[src/hw/rtl/nehl_pkg.sv]
// ----------------------------------------------------------------------------
// nehl_pkg
// Shared types and constants for the nearest expert hyperplane labeller.
// ----------------------------------------------------------------------------
`default_nettype none

package nehl_pkg;

  localparam int DIST_W = 37;
  localparam int DOT_W  = 38;
  localparam int BIAS_W = 36;
  localparam int SEP_W  = 39;
  localparam int TAG_W  = 16;
  localparam int IDX_W  = 4;
  localparam int FV_W   = 16;
  localparam int CFG_W  = 5;

  localparam logic [1:0] REQ_MID  = 2'd0;
  localparam logic [1:0] REQ_DIF  = 2'd1;
  localparam logic [1:0] REQ_BIAS = 2'd2;
  localparam logic [1:0] REQ_FEAT = 2'd3;

  localparam logic [1:0] LBL_NEG  = 2'b11;
  localparam logic [1:0] LBL_ZERO = 2'b00;
  localparam logic [1:0] LBL_POS  = 2'b01;

  localparam logic [CFG_W-1:0] ACTIVE_RST = 5'd16;

  typedef enum logic [1:0] {
    ST_IDLE,
    ST_FEAT,
    ST_SRCH,
    ST_WAIT
  } state_t;

  // token travelling along the cell chain
  typedef struct packed {
    logic             feat;
    logic             srch;
    logic [IDX_W-1:0] fi;
  } tok_ctl_t;

  // table write strobes broadcast to all cells
  typedef struct packed {
    logic             mid_we;
    logic             dif_we;
    logic             bias_we;
    logic [IDX_W-1:0] ex;
    logic [IDX_W-1:0] fi;
  } ld_ctl_t;

  // running nearest-expert record handed from cell to cell
  typedef struct packed {
    logic              found;
    logic [DIST_W-1:0] near_dist;
    logic [DOT_W-1:0]  dot;
    logic [BIAS_W-1:0] bias;
    logic [IDX_W-1:0]  idx;
  } best_t;

endpackage

`default_nettype wire

[src/hw/rtl/nehl_cell.sv]
// ----------------------------------------------------------------------------
// nehl_cell
// One expert: its vector rows, bias, accumulators and a chain stage.
// ----------------------------------------------------------------------------
`default_nettype none

module nehl_cell #(
  parameter int E            = 0,
  parameter int MAX_EXPERTS  = 16,
  parameter int MAX_FEATURES = 16,
  parameter int VALUE_WIDTH  = 16
) (
  input  wire logic                                clk,
  input  wire logic                                rst_n,
  input  wire logic [$clog2(MAX_EXPERTS+1)-1:0]    n_eff,
  input  wire nehl_pkg::ld_ctl_t                   ld,
  input  wire logic signed [VALUE_WIDTH-1:0]       ld_val,
  input  wire logic [nehl_pkg::BIAS_W-1:0]         ld_bias,
  input  wire nehl_pkg::tok_ctl_t                  ctl_i,
  input  wire logic signed [VALUE_WIDTH-1:0]       x_i,
  input  wire nehl_pkg::best_t                     best_i,
  output nehl_pkg::tok_ctl_t                       ctl_o,
  output logic signed [VALUE_WIDTH-1:0]            x_o,
  output nehl_pkg::best_t                          best_o
);

  localparam int FW = (MAX_FEATURES > 1) ? $clog2(MAX_FEATURES) : 1;
  localparam int PW = 2 * (VALUE_WIDTH + 1);
  localparam int DW = 2 * VALUE_WIDTH;

  logic signed [VALUE_WIDTH-1:0] mid_mem [MAX_FEATURES];
  logic signed [VALUE_WIDTH-1:0] dif_mem [MAX_FEATURES];
  logic [nehl_pkg::BIAS_W-1:0]   bias_r;

  logic                          hit;
  logic                          active;
  logic [FW-1:0]                 wr_idx;
  logic [FW-1:0]                 rd_idx;

  logic                          rd_v_r;
  logic signed [VALUE_WIDTH-1:0] mid_rd_r, dif_rd_r, xs_r;
  logic                          pr_v_r;
  logic signed [PW-1:0]          sq_r;
  logic signed [DW-1:0]          dp_r;
  logic signed [VALUE_WIDTH:0]   df;

  logic [nehl_pkg::DIST_W-1:0]   dist_acc_r;
  logic [nehl_pkg::DOT_W-1:0]    dot_acc_r;

  nehl_pkg::tok_ctl_t            ctl_r;
  logic signed [VALUE_WIDTH-1:0] x_r;
  nehl_pkg::best_t               best_r, best_nxt;

  assign hit    = (E < 16) && (ld.ex == nehl_pkg::IDX_W'(E));
  assign active = (32'(n_eff) > E);
  assign wr_idx = FW'(ld.fi);
  assign rd_idx = FW'(ctl_i.fi);

  always_ff @(posedge clk) begin
    if (hit && ld.mid_we) mid_mem[wr_idx] <= ld_val;
    if (hit && ld.dif_we) dif_mem[wr_idx] <= ld_val;
    if (hit && ld.bias_we) bias_r <= ld_bias;
    mid_rd_r <= mid_mem[rd_idx];
    dif_rd_r <= dif_mem[rd_idx];
    xs_r     <= x_i;
  end

  assign df = (VALUE_WIDTH+1)'(xs_r) - (VALUE_WIDTH+1)'(mid_rd_r);

  always_ff @(posedge clk) begin
    sq_r <= df * df;
    dp_r <= xs_r * dif_rd_r;
  end

  // nearest search: strict compare keeps the lower index on ties
  always_comb begin
    best_nxt = best_i;
    if (active && (!best_i.found || (dist_acc_r < best_i.near_dist))) begin
      best_nxt.found     = 1'b1;
      best_nxt.near_dist = dist_acc_r;
      best_nxt.dot       = dot_acc_r;
      best_nxt.bias      = bias_r;
      best_nxt.idx       = nehl_pkg::IDX_W'(E);
    end
  end

  always_ff @(posedge clk) begin
    if (!rst_n) begin
      rd_v_r     <= 1'b0;
      pr_v_r     <= 1'b0;
      dist_acc_r <= '0;
      dot_acc_r  <= '0;
      ctl_r      <= '0;
    end else begin
      rd_v_r <= ctl_i.feat && active;
      pr_v_r <= rd_v_r;
      ctl_r  <= ctl_i;
      if (ctl_i.srch) begin
        dist_acc_r <= '0;
        dot_acc_r  <= '0;
      end else if (pr_v_r) begin
        dist_acc_r <= dist_acc_r + nehl_pkg::DIST_W'($unsigned(sq_r));
        dot_acc_r  <= dot_acc_r + nehl_pkg::DOT_W'(dp_r);
      end
    end
  end

  always_ff @(posedge clk) begin
    x_r    <= x_i;
    best_r <= best_nxt;
  end

  assign ctl_o  = ctl_r;
  assign x_o    = x_r;
  assign best_o = best_r;

endmodule

`default_nettype wire
[config.mk]
export PLATFORM = sky130hd
export DESIGN_NAME = nehl_cell
export DESIGN_NICKNAME = d
export VERILOG_FILES = /design/src/hw/rtl/nehl_pkg.sv /design/src/hw/rtl/nehl_cell.sv
export SDC_FILE = /design/constraint.sdc
export NUM_CORES = 2
export LEC_CHECK = 0
export BUFFER_PORTS_ARGS = -buffer_cell sky130_fd_sc_hd__buf_2
export CAP_MARGIN = 25
export CORE_UTILIZATION = 35
export CTS_CLUSTER_SIZE = 40
export DETAILED_ROUTE_END_ITERATION = 10
export SETUP_SLACK_MARGIN = 0.4
export SLEW_MARGIN = 20
export SYNTH_ARGS = -nofsm -noshare
export SYNTH_HDL_FRONTEND = slang
export SYNTH_SLANG_ARGS = --single-unit
[constraint.sdc]
create_clock -name clk -period 21.5 [get_ports clk]
set_clock_uncertainty 0.05 [all_clocks]
set_input_delay 5.375 -clock clk [delete_from_list [all_inputs] [get_ports clk]]
set_output_delay 5.375 -clock clk [all_outputs]
set_load 0.005 [all_outputs]
==> results.cfg <==
[setup_path]
critical_path_arrival_ns = 10.24
worstPathRequired_ns = 22.08
cp_num_cells = 33
worstReg2RegEnd = sq_r[33]
endpoint = sq_r[33]
reg2reg_from = x_o[0]
cpPeakStageDelay_ns = 0.67
rrSetupSlack_ns = 11.84
cp_max_fo = 17
critPathLaunchType = flip-flop
crit_path_end_kind = flip-flop
crit_family = adder cells
criticalPathCategory = flip-flop to flip-flop
startpoint = x_o[0]
reg2reg_depth = 33
slowest_stage = dfxtp_1
crit_path_frequent_cell = inv_1
crit_buf_inv = 7

[logic_synthesis]
synth_top_area_frac = 0.306
synth_seq_cells = 860
synth_warnings = 0
synth-main-ff-cell = edfxtp_1
avgSynthCellArea_um2 = 12.5
syn_nets = 5347
synth-async-reset-ratio = 0
synth_edf_count = 548
synth_top_area_cell = edfxtp_1
synthCells = 4316
synth.distinct_cells = 77
synthTopCellsByCount = 705 x inv_1, 548 x edfxtp_1, 534 x fa_1, 312 x dfxtp_1, 295 x nand2_1
synth_most_common_cell = inv_1
synth_seq_area_share = 0.421
synthTopCellsByArea = edfxtp_1 31%, fa_1 20%, dfxtp_1 12%
syn-cell-area_um2 = 53900

[floorplanning]
top_level_ports = 346
dieArea_um2 = 155000
die_w_um = 394
fp.dieH_um = 394
core-area_um2 = 152000
rows = 143
initial_core_util = 0.354

[grt]
grt_first_pass_wirelength_um = 203000
overflow = 0
antenna_found_initial = 21
grt_usage = 0.169
grt_max_degree = 67
grt_pass1_vias = 34200

[clock_network]
cts_tree = built
clockBufferDepth = 3
post_cts_buffers = 0
htree_levels = 3
cts_buffers = 96
cts.sinks = 860
root_buffer = clkbuf_16
clk_latency_ns = 0.71
postCtsHoldBufs = 0
ctsResizeCount = 0
clkSlewWorstSetupHoldPaths_ns = 0.08

[route]
dr.first_iter.drc_count = 2225
drt.antenna.violating_nets = 0
postRouteWirelength_um = 131000
firstDrtPassIters = 5
vias = 32800
avgRoutedWirePerCell_um = 19.3
post_drt_via_cell_ratio = 4.84
drc = 0

[layout]
drive_above_1_share = 0.175
nets = 5706
multiInputGateArea_um2 = 28000
fin_cells = 6787
synthToLayoutAreaGrowth_pct = 13.9
fill_cells = 14200
regArea_um2 = 22700

[timing]
setup_viol = 0
tightest_slew_ns = 1.08
setup-tns-final_ns = 0
rsz0062_at_grt = no
relSlewSlack = 0.278
period_needed_ns = 9.66
fmax_ghz = 0.103
finalCritPeriodShare = 0.449
hold_viol = 0
hold_ws_ns = 0.350
final_max_slew_viol_count = 0

[worst_hold_path]
hold_path.class = flip-flop to flip-flop
holdPathStages = 1

[place]
dp_cells = 6607
dp.final_hpwl_um = 96200
gp_congestion = 0.885
portBuffers = 345

[outcome]
outcome = completed

[job]
drv_cap = 0
sequential cells by signal, summed over array words and instances, names as in the netlist, 6 cells and up:
signal      count
bias_r         36
dif_rd_r       16
mid_mem       256
mid_rd_r       16
dp_r           32
dist_acc_r     37
dif_mem       256
dot_acc_r      38
x_o            16
ctl_o           6
best_o        116
sq_r           33
layout by cell type, fill, tap and decap left out, types with 19 or more instances in the layout:
cell / netlist / routed
o21ai_0: 88 / 88
mux4_2: 160 / 160
clkbuf_1: 115 / 22
fa_1: 534 / 534
mux2_4: 46 / 46
buf_4: 0 / 62
a21oi_1: 124 / 124
a211oi_1: 31 / 31
nand3_1: 37 / 37
mux2_1: 19 / 19
nor2_1: 253 / 253
xor2_1: 36 / 36
dfxtp_1: 312 / 311
edfxtp_1: 548 / 548
mux2i_1: 41 / 41
mux2_2: 46 / 46
inv_1: 705 / 705
nor3_1: 44 / 36
nand2b_1: 33 / 32
o21a_1: 19 / 19
xnor2_1: 99 / 99
buf_2: 8 / 343
a21o_1: 55 / 55
ha_1: 289 / 289
clkbuf_16: 0 / 96
and2_1: 141 / 140
nand2_1: 295 / 295
nor2b_1: 23 / 23
cells by family after synthesis:
group                      after synthesis  synth area share
xor gates and xnor gates               135            0.0220
AOI/OAI and AO/OA                      436            0.0521
adders and majority gates              823             0.266
and+or+nand+nor                        896            0.0774
DFF                                    860             0.421
muxes                                  312             0.101
buffers and inverters                  854            0.0605
layout make-up:
class / count / area share
multi-input cells: 2602 / 0.456
flip-flops and latches: 860 / 0.370
inverters: 708 / 0.0433
well taps: 2030 / 0.0414
clock buffers: 121 / 0.0412
repair buffers: 407 / 0.0360
clock inverters: 56 / 0.0119
diodes: 3 / 0.000122
layer usage:
| layer | routed length, µm | part of all wire | global-route usage | up-vias |
|---|---|---|---|---|
| met5 | 136 | 0.0010 | 0 | - |
| met4 | 2410 | 0.018 | 0.0393 | 22 |
| met3 | 9710 | 0.074 | 0.0399 | 178 |
| met2 | 59100 | 0.45 | 0.266 | 986 |
| met1 | 59900 | 0.46 | 0.235 | 16400 |
| li1 | - | - | - | 15300 |
worst min-delay path by stage:
stage,startpoint,end,slack [ns]
after floorplan,rd_v_r,pr_v_r,0.36
after global placement,bias_r[5],best_o[9],0.38
after detailed placement,rd_v_r,pr_v_r,0.38
after CTS,bias_r[7],best_o[11],0.33
after global routing,bias_r[7],best_o[11],0.36
final,bias_r[7],best_o[11],0.35
stage by stage:
step / instance area (µm²) / worst slack, ns / utilization
6_report: 61300 / 11.84 / 0.403
5_1_grt: 61300 / 10.92 / 0.403
4_1_cts: 61300 / 11.77 / 0.403
3_5_place_dp: 58100 / 11.83 / 0.381
3_3_place_gp: 58000 / 12.00 / 0.381
2_1_floorplan: 53900 / 12.79 / -
Power is not shown: default switching activity piles up to over one toggle a cycle in this logic, so the estimate is an artifact.
